==> src/rtl/scaled_tiled_texture_blitter_core_macros.svh <==
// Assertion helpers, clocked on clk and disabled while rst_n is low
`ifndef SCALED_TILED_TEXTURE_BLITTER_CORE_MACROS_SVH
`define SCALED_TILED_TEXTURE_BLITTER_CORE_MACROS_SVH

// same-cycle implication
`define STB_ASSERT_IMPL(lbl, ante, cons, msg) \
  lbl: assert property (@(posedge clk) disable iff (!rst_n) (ante) |-> (cons)) \
    else $error(msg);

// next-cycle implication
`define STB_ASSERT_NEXT(lbl, ante, cons, msg) \
  lbl: assert property (@(posedge clk) disable iff (!rst_n) (ante) |=> (cons)) \
    else $error(msg);

`endif

==> src/rtl/stb_pkg.sv <==
`default_nettype none

package stb_pkg;

  localparam int MAGNIFY     = 5;
  localparam int REP_W       = $clog2(MAGNIFY + 1);
  localparam int TEXEL_COUNT = 4096;
  localparam int TEX_AW      = $clog2(TEXEL_COUNT);
  localparam int QUEUE_DEPTH = 4;
  localparam int Q_AW        = $clog2(QUEUE_DEPTH);
  localparam int WRAP_STEPS  = 16;
  localparam int WRAP_CW     = $clog2(WRAP_STEPS);
  localparam int CFG_IDX_W   = 4;
  localparam int CFG_DW      = 16;

  localparam logic [1:0] OP_LOAD  = 2'd0;
  localparam logic [1:0] OP_START = 2'd1;
  localparam logic [1:0] OP_STEP  = 2'd2;

  localparam logic [CFG_IDX_W-1:0] REG_ORIGIN_X       = 4'd0;
  localparam logic [CFG_IDX_W-1:0] REG_ORIGIN_Y       = 4'd1;
  localparam logic [CFG_IDX_W-1:0] REG_RECT_WIDTH     = 4'd2;
  localparam logic [CFG_IDX_W-1:0] REG_RECT_HEIGHT    = 4'd3;
  localparam logic [CFG_IDX_W-1:0] REG_SURF_WIDTH     = 4'd4;
  localparam logic [CFG_IDX_W-1:0] REG_SURF_HEIGHT    = 4'd5;
  localparam logic [CFG_IDX_W-1:0] REG_TEXTURE_WIDTH  = 4'd6;
  localparam logic [CFG_IDX_W-1:0] REG_TEXTURE_HEIGHT = 4'd7;

  localparam logic [11:0] SCREEN_MAX   = 12'd2048;
  localparam logic [6:0]  TEX_DIM_MAX  = 7'd64;

  typedef enum logic [1:0] {
    CMD_LOAD,
    CMD_START,
    CMD_STEP
  } cmd_kind_t;

  typedef enum logic {
    BK_RUN,
    BK_WRAP
  } back_state_t;

  typedef struct packed {
    logic [1:0]  op;
    logic [11:0] texel_index;
    logic [23:0] texel_rgb;
  } in_item_t;

  typedef struct packed {
    logic [10:0] pixel_x;
    logic [10:0] pixel_y;
    logic [23:0] pixel_rgb;
    logic        last_pixel;
  } pixel_t;

  typedef struct packed {
    cmd_kind_t   kind;
    logic [11:0] index;
    logic [23:0] rgb;
  } cmd_t;

  typedef struct packed {
    logic valid;
    cmd_t cmd;
  } queue_head_t;

  typedef struct packed {
    logic signed [15:0] origin_x;
    logic signed [15:0] origin_y;
    logic [13:0]        rect_width;
    logic [13:0]        rect_height;
    logic [11:0]        surf_width;
    logic [11:0]        surf_height;
    logic [6:0]         texture_width;
    logic [6:0]         texture_height;
  } cfg_t;

  function automatic logic [6:0] clamp_tex(input logic [6:0] v);
    logic [6:0] r;
    r = v;
    if (v == 7'd0) begin
      r = 7'd1;
    end else if (v > TEX_DIM_MAX) begin
      r = TEX_DIM_MAX;
    end
    return r;
  endfunction

endpackage

`default_nettype wire

==> src/rtl/stb_front.sv <==
`default_nettype none

module stb_front (
  input  wire logic               clk,
  input  wire logic               rst_n,
  input  wire logic               start,
  output logic                    busy,
  input  wire stb_pkg::in_item_t  in_item,
  input  wire logic               pop,
  output stb_pkg::queue_head_t    head
);

  stb_pkg::cmd_t                fifo_r [stb_pkg::QUEUE_DEPTH];
  logic [stb_pkg::Q_AW-1:0]     wr_ptr_r, wr_ptr_nxt;
  logic [stb_pkg::Q_AW-1:0]     rd_ptr_r, rd_ptr_nxt;
  logic [stb_pkg::Q_AW:0]       count_r, count_nxt;
  logic                         accept;
  logic                         push;
  stb_pkg::cmd_t                push_cmd;

  assign busy   = (count_r == (stb_pkg::Q_AW + 1)'(stb_pkg::QUEUE_DEPTH));
  assign accept = start && !busy;

  // classify; unused op codes are taken and dropped
  always_comb begin
    push_cmd.kind  = stb_pkg::CMD_LOAD;
    push_cmd.index = in_item.texel_index;
    push_cmd.rgb   = in_item.texel_rgb;
    push           = 1'b0;
    unique case (in_item.op)
      stb_pkg::OP_LOAD: begin
        push_cmd.kind = stb_pkg::CMD_LOAD;
        push          = accept;
      end
      stb_pkg::OP_START: begin
        push_cmd.kind = stb_pkg::CMD_START;
        push          = accept;
      end
      stb_pkg::OP_STEP: begin
        push_cmd.kind = stb_pkg::CMD_STEP;
        push          = accept;
      end
      default: begin
        push = 1'b0;
      end
    endcase
  end

  always_comb begin
    wr_ptr_nxt = wr_ptr_r + (stb_pkg::Q_AW)'(push);
    rd_ptr_nxt = rd_ptr_r + (stb_pkg::Q_AW)'(pop);
    count_nxt  = count_r + (stb_pkg::Q_AW + 1)'(push) - (stb_pkg::Q_AW + 1)'(pop);
  end

  always_ff @(posedge clk) begin
    if (!rst_n) begin
      wr_ptr_r <= '0;
      rd_ptr_r <= '0;
      count_r  <= '0;
    end else begin
      wr_ptr_r <= wr_ptr_nxt;
      rd_ptr_r <= rd_ptr_nxt;
      count_r  <= count_nxt;
    end
  end

  always_ff @(posedge clk) begin
    if (push) begin
      fifo_r[wr_ptr_r] <= push_cmd;
    end
  end

  assign head.valid = (count_r != '0);
  assign head.cmd   = fifo_r[rd_ptr_r];

endmodule

`default_nettype wire

==> config.mk <==
export PLATFORM = sky130hd
export DESIGN_NAME = stb_front
export DESIGN_NICKNAME = d
export VERILOG_FILES = /design/src/rtl/scaled_tiled_texture_blitter_core_macros.svh /design/src/rtl/stb_pkg.sv /design/src/rtl/stb_front.sv
export SDC_FILE = /design/constraint.sdc
export NUM_CORES = 1
export LEC_CHECK = 0
export ABC_AREA = 1
export BUFFER_PORTS_ARGS = -buffer_cell sky130_fd_sc_hd__buf_2
export CAP_MARGIN = 15
export CORE_UTILIZATION = 60
export CTS_BUF_LIST = sky130_fd_sc_hd__clkbuf_8
export DETAILED_ROUTE_END_ITERATION = 6
export GPL_ROUTABILITY_DRIVEN = 0
export PLACE_DENSITY = 0.82
export SLEW_MARGIN = 0
export SYNTH_ARGS = -nofsm -noshare
export SYNTH_HDL_FRONTEND = slang
export SYNTH_SLANG_ARGS = --single-unit
==> constraint.sdc <==
create_clock -name clk -period 4.2 [get_ports clk]
set_clock_uncertainty 0.1 [all_clocks]
set_input_delay 0.84 -clock clk [delete_from_list [all_inputs] [get_ports clk]]
set_output_delay 0.84 -clock clk [all_outputs]
set_load 0.01 [all_outputs]
# After elaboration in Yosys (flattened, before gate mapping)
# Memory sizes are Yosys's and may differ from the RTL's. A register that Yosys moved wholly into a read port is not among the register bits.
# Cells that the tools add are included.
# word_totals
out_inout_bits,40
regBits,7
memories,1
input_bits,42
ramBits,152
elab_cells,21
# memory_table
memory,depth,word_bits,rd,rd_clocked_by_memory_dff,wr,line_no,source
fifo_r,4,38,1,1,1,stb_front.sv:13,stb_pkg::cmd_t fifo_r [stb_pkg::QUEUE_DEPTH];
# op_classes
n_eq_ne,3
addsub,4
n_reduce_logical,5
n_mux,5
# op_table
operator,count
$add A2 B1 Y2,2
$pmux W2 S2,1
$add A3 B1 Y3,1
$eq A3 B3 Y1 const B,1
$mux W1,3
$reduce_bool A3 Y1,1
$reduce_or A3 Y1,1
$sub A3 B1 Y3,1
$eq A2 B1 Y1 const B,1
$eq A2 B2 Y1 const B,1
$logic_not A2 Y1,1
$mux W2,1
$logic_and A1 B1 Y1,1
$logic_not A1 Y1,1

# Depth between registers and ports, before layout
# Gate-level depths: netlist of the first run.
# depth
ltp_word,6
ltp_mapped,10
ltp_nobuf,10

# Least setup slack after synthesis of the first run
# No wires, ideal clock.
# synth_timing
path_type,input to register
start,in in_item[36] in the netlist's numbering
end,mem fifo_r[0][0] in the netlist's numbering (enable)
n_path_buf,0
setup_time_ps,433
slack_ps,977
stages,3
arrival_time_ps,2690
required_ps,3667
path_cell_list,nand2_1 -> nand3_1 -> nor2_1
# synth_between
elab_chain_cells,5
elab_cells_between_ends,7
classes_between,2 x eq/ne; 3 x mux; 2 x reduce/logical
# synth_lines
element,line_no,source
start: declaration,stb_front.sv:8,"input wire stb_pkg::in_item_t in_item,"
$eq A2 B2 Y1 (tied with other cells),stb_front.sv:30,unique case (in_item.op)
$reduce_or A3 Y1 (no line) (*),-,
$mux W1 (*),stb_front.sv:30,
$mux W1 (*),stb_front.sv:68,if (push) begin
$mux W1 (implied by the code) (*),stb_front.sv:69,fifo_r[wr_ptr_r] <= push_cmd;
end: declaration,stb_front.sv:13,
# Every way passes the cells marked *; elsewhere a longest branch is shown, timed or not.

==> run metrics, run 1 <==
largest net degree at the start of global routing 79; area delta synth->final 12.4%; Final Net Count 630; CTS buffer count 17; total iterations of the first detailed-routing run 5; die area 11400 um2; CTS resizes 0; Flop pwr share 56.6%; Post-synth EDFFs 152; Int Pwr 2.51 mW; Num Clock Sinks 159; clock-pin transition on the worst setup and hold timing paths 0.08 ns; commonest cells in the netlist edfxtp_1 (152), nand2_1 (92), inv_1 (91); LEAKAGE 2.89 nW; maximum fanout along the worst path 52; status completed; hpwl dp 6830 um; routed vias 3766; routed len/inst 15.0 um; Synth top area share 69.2%; post-CTS setup buffer count 0; Comb pwr share 14.2%; Via density 5.15; dpl cell area 7050 um2; syn avg cell area 13.1 um2; worst skew pair latency 0.42 ns; main flop type after synthesis edfxtp_1; pwr/cell area 463 nW/um2; CTS tree done; Post-Layout Cell Count 731; actual slew at the worst max-slew pin 1.08 ns; Starting Density 62.7%; storage element area 4710 um2; Final period util 72.5%; CP Data Arrival Time 2.10 ns; Layout fillers 714; final setup TNS 0 ns; Critical Path RT 3.26 ns; final wirelength 11000 um; first-pass GRT wire length 18200 um; max-slew violations 0; DP Cell Count 700; die extent in y 107 um; # diodes 0; max-capacitance violation count 0; Worst slew margin 28.3%; Clock power frac 29.2%; vias in the first global route 3827; CP Class reg2out; Die W 107 um; core area 10500 um2; Yosys warnings 0; synth top area cells edfxtp_1 (69%), o211ai_2 (7.2%), nand2_1 (5.2%), inv_1 (5.2%), a21oi_1 (3.0%); Mapped Area 6590 um2; num ports 82; Synth Net Count 550; Final Setup Violations 0; Worst setup EP type output port; total grt overflow 0; clock root buffer clkbuf_8; DR iter-0 viols 256; num rows 37; clock tree buffer depth 2; Peak VDD IR 0.288 mV; Max Fclk 329 MHz; Yosys top cell by area edfxtp_1; cell with the most instances after synthesis edfxtp_1; synth unique cells 17; All-Layer GR Usage 21.3%; DR DRC count 0; Net Sw Frac 26.9%; flop and latch count out of synthesis 159; element type at the critical path start flop; synthesized instance count 503; initial antenna violation count 0; post-route ant nets 0; FFs w/ async S/R, synth 0%; # port buffers 81; area occupied by multi-input gates 1370 um2; cell area after layout 7410 um2; register area share after synthesis 71.4%; sw power 0.922 mW; min cycle time layout 3.04 ns; unrepaired setup endpoints after global routing no; Hold Crit Class reg2reg; layout cell share with drive strength beyond 1 26.7%; # hold bufs at CTS 0; htree depth 4; final hold violations 0
## cell families after synthesis
| family | synth area share (%) |
|---|---|
| DFF | 71.4 |
| adders and majority gates | 1.06 |
| buffers and inverters | 8.35 |
| and+or+nand+nor | 6.17 |
| AOI/OAI and AO/OA | 13.1 |
## path summary, 6_finish.rpt
| check | startpoint | end | slack [ns] | depth (start not counted) |
|---|---|---|---|---|
| worst min register to register | wr_ptr_r[1] | wr_ptr_r[1] | 0.42 | 2 |
| worst min-delay path | wr_ptr_r[1] | wr_ptr_r[1] | 0.42 | 2 |
| worst max register to register | count_r[1] | fifo_r[0][2] | 1.81 | 5 |
| worst max-delay path | rd_ptr_r[0] | head[28] | 1.16 | 5 |
## layer usage
metal,wire length [um],vias up,track usage (%),share of wire (%)
met1,4680,1789,27.0,43
met2,5770,86,36.4,53
met5,0,-,0,0
met3,444,6,5.11,4.0
li1,-,1885,-,-
met4,80,0,7.05,0.73
## stage by stage
| step | hold slack (ns) | power [mW] | setup WS [ns] | utilization (%) |
|---|---|---|---|---|
| after global placement | 0.396 | 2.45 | 1.33 | 67.1 |
| after detailed placement | 0.417 | 2.47 | 1.27 | 67.1 |
| final | 0.423 | 3.43 | 1.16 | 70.5 |
| after global routing | 0.460 | 3.59 | 0.957 | 70.5 |
| after CTS | 0.429 | 3.46 | 1.10 | 70.5 |
| after floorplan | 0.387 | 2.29 | 0.977 | - |
## power by group through the flow
stage | Clock [mW] | Sequential (mW) | Combinational (mW)
3_3_place_gp | 0 | 1.97 | 0.478
2_1_floorplan | 0 | 1.94 | 0.347
4_1_cts | 1.02 | 1.94 | 0.497
6_report | 1.00 | 1.94 | 0.487
5_1_grt | 1.09 | 1.96 | 0.552
3_5_place_dp | 0 | 1.98 | 0.494
## final cells by class
class                           count  area share, %
Timing Repair Buffer               87           6.25
Clock inverter                     14           1.65
Tap cell                          136           2.30
Clock buffer                       17           3.16
Inverter                           91           4.61
Multi-Input combinational cell    227           18.5
Sequential cell                   159           63.6
## worst max-delay path, stage by stage (launching register included)
cell,delay (ns)
dfxtp_4,0.73
buf_4,0.46
a21oi_1,0.12
o21ai_0,0.14
nand2_1,0.07
buf_2,0.14
## sequential cells by signal (all words and copies together) (netlist names)
register and cells:
count_r 3, fifo_r 152, rd_ptr_r 2, wr_ptr_r 2
## placed cells by master, fill, tap and decap left out
| master | synthesis | final |
|---|---|---|
| edfxtp_1 | 152 | 152 |
| inv_1 | 91 | 92 |
| nand2_1 | 92 | 92 |
| buf_2 | 11 | 81 |
| a21oi_1 | 39 | 39 |
| o211ai_2 | 38 | 38 |
| o21ai_0 | 34 | 34 |
| clkbuf_8 | 0 | 17 |
| nor2_1 | 11 | 7 |
| clkinvlp_4 | 0 | 5 |
| dfxtp_1 | 7 | 5 |
| buf_4 | 1 | 5 |
| o21ai_1 | 4 | 4 |
| nand3_1 | 4 | 4 |
| nor2_4 | 0 | 4 |
| ha_1 | 4 | 4 |
| clkinv_4 | 0 | 4 |
| clkinv_1 | 0 | 2 |
| dfxtp_4 | 0 | 2 |
| fa_1 | 1 | 1 |
| inv_6 | 0 | 1 |
| bufinv_16 | 0 | 1 |
| buf_12 | 0 | 1 |
(Power assumes the default switching activity.)
==> run 2: changes to the inputs <==
==> constraint.sdc (replaced) <==
create_clock -name clk -period 3.2 [get_ports clk]
set_clock_uncertainty 0.1 [all_clocks]
set_input_delay 0.64 -clock clk [delete_from_list [all_inputs] [get_ports clk]]
set_output_delay 0.64 -clock clk [all_outputs]
set_load 0.01 [all_outputs]
==> run 2 against run 1 <==
Die area did not move. Power rose by 35%. Register-to-register slack got worse by 0.97 ns. Setup slack got worse by 0.74 ns. Count of clock-buffer cells in the layout did not move. Largest cell class unchanged. Sequential cell count did not move. Critical path type unchanged. Sequential share of layout area fell by 1.1 points. Via count rose by 2.2%. Largest power group unchanged. Global-route usage fell by 0.48 points. Core utilization rose by 1.2 points. Hold slack got worse by 0.12 ns. Wire length rose by 1.6%.
==> run metrics, run 2 (synthesis gave the netlist of run 1 again) <==
vias in the first global route 3757; # diodes 0; initial antenna violation count 0; layout cell share with drive strength beyond 1 27.7%; routed vias 3849; All-Layer GR Usage 20.9%; final setup TNS 0 ns; commonest non-fill, non-tap cell in the layout edfxtp_1; first-pass GRT wire length 17800 um; largest registers fifo_r x152, count_r x3; Top delay family on crit path flip-flops; Worst setup EP type output port; Die W 107 um; Post-Layout Cell Count 735; status completed; Worst slew margin 56.0%; Largest register FFs 152; Reg with most FFs fifo_r; reg2reg setup slack 0.84 ns; min cycle time layout 2.79 ns; total iterations of the first detailed-routing run 4; # hold bufs at CTS 0; Max Fclk 359 MHz; routed len/inst 15.2 um; htree depth 4; post-CTS setup buffer count 0; final wirelength 11200 um; max-capacitance violation count 0; most frequent cells in the layout edfxtp_1 (152), nand2_1 (92), inv_1 (91); CP Class reg2out; Crit path buffers/inverters 2; clock root buffer clkbuf_8; CP max-delay cell dfxtp_4; CTS buffer count 17; Starting Density 62.7%; die extent in y 107 um; final hold violations 0; CTS resizes 0; worst skew pair latency 0.43 ns; max-slew violations 0; CP cell instances buf_4, a21oi_1, o21ai_0, nand2_1, buf_2; clock tree buffer depth 2; # port buffers 81; Final period util 87.1%; num ports 82; Via density 5.24; clock-pin transition on the worst setup and hold timing paths 0.09 ns; DR iter-0 viols 260; Final Setup Violations 0; DR DRC count 0; CP Data Arrival Time 2.05 ns; Num Clock Sinks 159; Critical Path RT 2.46 ns; Peak VDD IR 0.384 mV; maximum fanout along the worst path 55; Final Net Count 633; element type at the critical path start flop; area delta synth->final 14.3%; actual slew at the worst max-slew pin 0.661 ns; post-route ant nets 0; total grt overflow 0; DP Cell Count 703; LEAKAGE 2.96 nW; CTS tree done; core area 10500 um2; die area 11400 um2; largest net degree at the start of global routing 56; Hold Crit Class in2reg; unrepaired setup endpoints after global routing no; pwr/cell area 615 nW/um2; num rows 37; Critical Path Max Stage Delay 0.79 ns; hpwl dp 7060 um
run 2: changes by cell type in the layout (fill, tap and decap cells not counted), sizes merged:
cell,before,now
buf,87,90
clkinvlp,5,0
inv,93,99
run 2: final timing paths:
check                                      to  depth (start not counted)   startpoint
worst max-delay path                  head[5]                          5  rd_ptr_r[0]
worst min-delay path            fifo_r[2][10]                          1  in_item[10]
worst max register to register     count_r[2]                          9   count_r[1]
worst min register to register    wr_ptr_r[1]                          2  wr_ptr_r[1]
run 2: where the power goes:
part / internal (mW) / switching [mW] / total (mW)
sequential: 2.46 / 0.0809 / 2.54
combinational: 0.251 / 0.435 / 0.687
clock: 0.644 / 0.765 / 1.41
total: 3.35 / 1.28 / 4.64
run 2: area by class of cell:
cell class / count / area [um2]
multi-input cells: 227 / 1370
flip-flops and latches: 159 / 4710
repair buffers: 90 / 561
clock buffers: 17 / 234
inverters: 91 / 342
well taps: 136 / 170
fillers: 686 / 2970
clock inverters: 15 / 153
run 2: per-stage QoR:
step | instance area (um2) | utilization, % | total power [mW] | setup slack (ns) | hold WS, ns
global placement | 7150 | 68.1 | 3.24 | 0.625 | 0.405
CTS | 7540 | 71.7 | 4.68 | 0.392 | 0.285
finish | 7540 | 71.7 | 4.64 | 0.412 | 0.305
global route | 7540 | 71.7 | 4.84 | 0.283 | 0.284
floorplan | 6590 | - | 3.00 | 0.177 | 0.387
detailed placement | 7150 | 68.1 | 3.28 | 0.571 | 0.407
run 2: routing by layer:
layer	GRT usage [%]	routed length, um	part of all wire, %	vias to the layer above
li1	-	-	-	1905
met1	25.5	4810	43	1841
met2	35.4	5710	51	86
met3	5.23	449	4.0	17
met4	8.81	183	1.6	0
met5	0	0	0	-
==> run 3: changes to the inputs <==
--- a/config.mk
+++ b/config.mk
@@ -12,7 +12,7 @@
 export CTS_BUF_LIST = sky130_fd_sc_hd__clkbuf_8
 export DETAILED_ROUTE_END_ITERATION = 6
 export GPL_ROUTABILITY_DRIVEN = 0
-export PLACE_DENSITY = 0.82
+export PLACE_DENSITY = 0.94
 export SLEW_MARGIN = 0
 export SYNTH_ARGS = -nofsm -noshare
 export SYNTH_HDL_FRONTEND = slang
==> run 3 against run 2 <==
Wire length grew 2.5%. Final cell count grew 0.41%. Die area is the same. Hold slack gained 0.0059 ns. Global-route usage grew 0.25 points. Combinational power shrank 0.6%. Via count grew 1.3%. First-iteration DRC count shrank 34%. Count of clock-buffer cells in the layout is the same. Critical path type unchanged. Critical endpoint is now head[6].
==> run metrics, run 3 (synthesis gave the netlist of run 1 again) <==
most frequent cells in the layout edfxtp_1 (152), nand2_1 (92), inv_1 (91); final hold slack 0.311 ns; Via density 5.28; CP Class reg2out; Die W 107 um; Crit Reg-Reg Startpoint count_r[1]; num rows 37; reg2reg setup slack 1.10 ns; largest net degree at the start of global routing 62; max-capacitance violation count 0; htree depth 4; final wirelength 11400 um; total power 4.57 mW; final setup TNS 0 ns; # diodes 0; CTS buffer count 17; routed len/inst 15.5 um; core area 10500 um2; CTS tree done; worst hold endpoint fifo_r[2][5]; Starting Density 62.7%; DR DRC count 0; total grt overflow 0; final hold violations 0; actual slew at the worst max-slew pin 0.558 ns; Max Fclk 366 MHz; unrepaired setup endpoints after global routing no; Net Sw Frac 27.2%; All-Layer GR Usage 21.1%; Reg2Reg Depth 10; Worst slew margin 62.8%; pwr/cell area 610 nW/um2; initial antenna violation count 0; Final Setup Violations 0; element type at the critical path start flop; DR iter-0 viols 171; die area 11400 um2; # hold bufs at CTS 0; Worst setup EP type output port; clock root buffer clkbuf_8; routed vias 3899; Flop pwr share 55.5%; maximum fanout along the worst path 61; total iterations of the first detailed-routing run 5; Worst Hold Depth 1; Reg with most FFs fifo_r; max-slew violations 0; post-CTS setup buffer count 0; min cycle time layout 2.73 ns; Final period util 85.3%; # port buffers 81; Critical Path RT 2.46 ns; status completed; Comb pwr share 14.9%; hold wc startpoint in_item[5]; CP Data Arrival Time 1.99 ns; clock-pin transition on the worst setup and hold timing paths 0.09 ns; Peak VDD IR 0.360 mV; Int Pwr 3.33 mW; largest registers fifo_r x152, count_r x3; Num Clock Sinks 159; Largest register FFs 152; num ports 82; Clock power frac 29.5%; area delta synth->final 13.6%; Hold Crit Class in2reg; die extent in y 107 um; first-pass GRT wire length 17800 um; clock tree buffer depth 2; RR Endpoint count_r[2]; CTS resizes 0; commonest non-fill, non-tap cell in the layout edfxtp_1; sw power 1.24 mW; hpwl dp 7330 um; LEAKAGE 2.95 nW; Final Net Count 636; post-route ant nets 0; vias in the first global route 3923; worst skew pair latency 0.43 ns; layout cell share with drive strength beyond 1 27.9%
[run 3: cell count changes in the layout (fill, tap and decap cells not counted)]
cell / previous run / this run
clkinv_1: 0 / 1
clkinv_4: 4 / 1
clkinvlp_4: 0 / 2
buf_4: 2 / 9
buf_12: 7 / 3
inv_8: 3 / 1
clkinv_2: 2 / 4
[run 3: how the worst max path moves through the flow]
stage | from | end | slack [ns] | depth (start not counted)
after floorplan | in_item[36] | fifo_r[0][0] | 0.18 | 3
after global placement | in_item[36] | count_r[2] | 0.89 | 10
after detailed placement | in_item[36] | count_r[2] | 0.77 | 10
after CTS | rd_ptr_r[0] | head[6] | 0.45 | 5
after global routing | rd_ptr_r[0] | head[7] | 0.33 | 5
final | rd_ptr_r[0] | head[6] | 0.47 | 5
[run 3: layout make-up]
class                      instances  area, um2
clock buffer                      17        234
timing repair buffer              93        533
clock inverter                    15        133
tap                              136        170
multi-input combinational        227       1370
inverter                          91        342
sequential                       159       4710
fill                             696       3020
[run 3: metal layers]
layer  GRT usage [%]  vias up  wire, um
li1                -     1898         -
met1            23.2     1873      4320
met2            39.4      117      6350
met3            5.53       11       631
met4            6.95        0       121
met5               0        -         0
[run 3: power by group through the flow]
stage          registers, mW  clock network (mW)  logic (mW)
2_1_floorplan           2.55                   0       0.456
3_3_place_gp            2.57                   0       0.648
3_5_place_dp            2.59                   0       0.689
4_1_cts                 2.54                1.37       0.693
5_1_grt                 2.55                1.46       0.760
6_report                2.54                1.35       0.683
[run 3: per-stage QoR]
step / instances / utilization [%] / area [um2] / setup slack [ns]
final: 738 / 71.3 / 7490 / 0.471
after CTS: 738 / 71.3 / 7490 / 0.448
after global placement: 706 / 67.8 / 7120 / 0.886
after global routing: 738 / 71.3 / 7490 / 0.326
after floorplan: 503 / - / 6590 / 0.177
after detailed placement: 706 / 67.8 / 7120 / 0.774
[run 3: worst max-delay path, stage by stage, from the launching register on]
cell and delay [ns]:
dfxtp_4 0.71, buf_12 0.34, a21oi_1 0.10, o21ai_0 0.11
nand2_1 0.12, buf_2 0.16
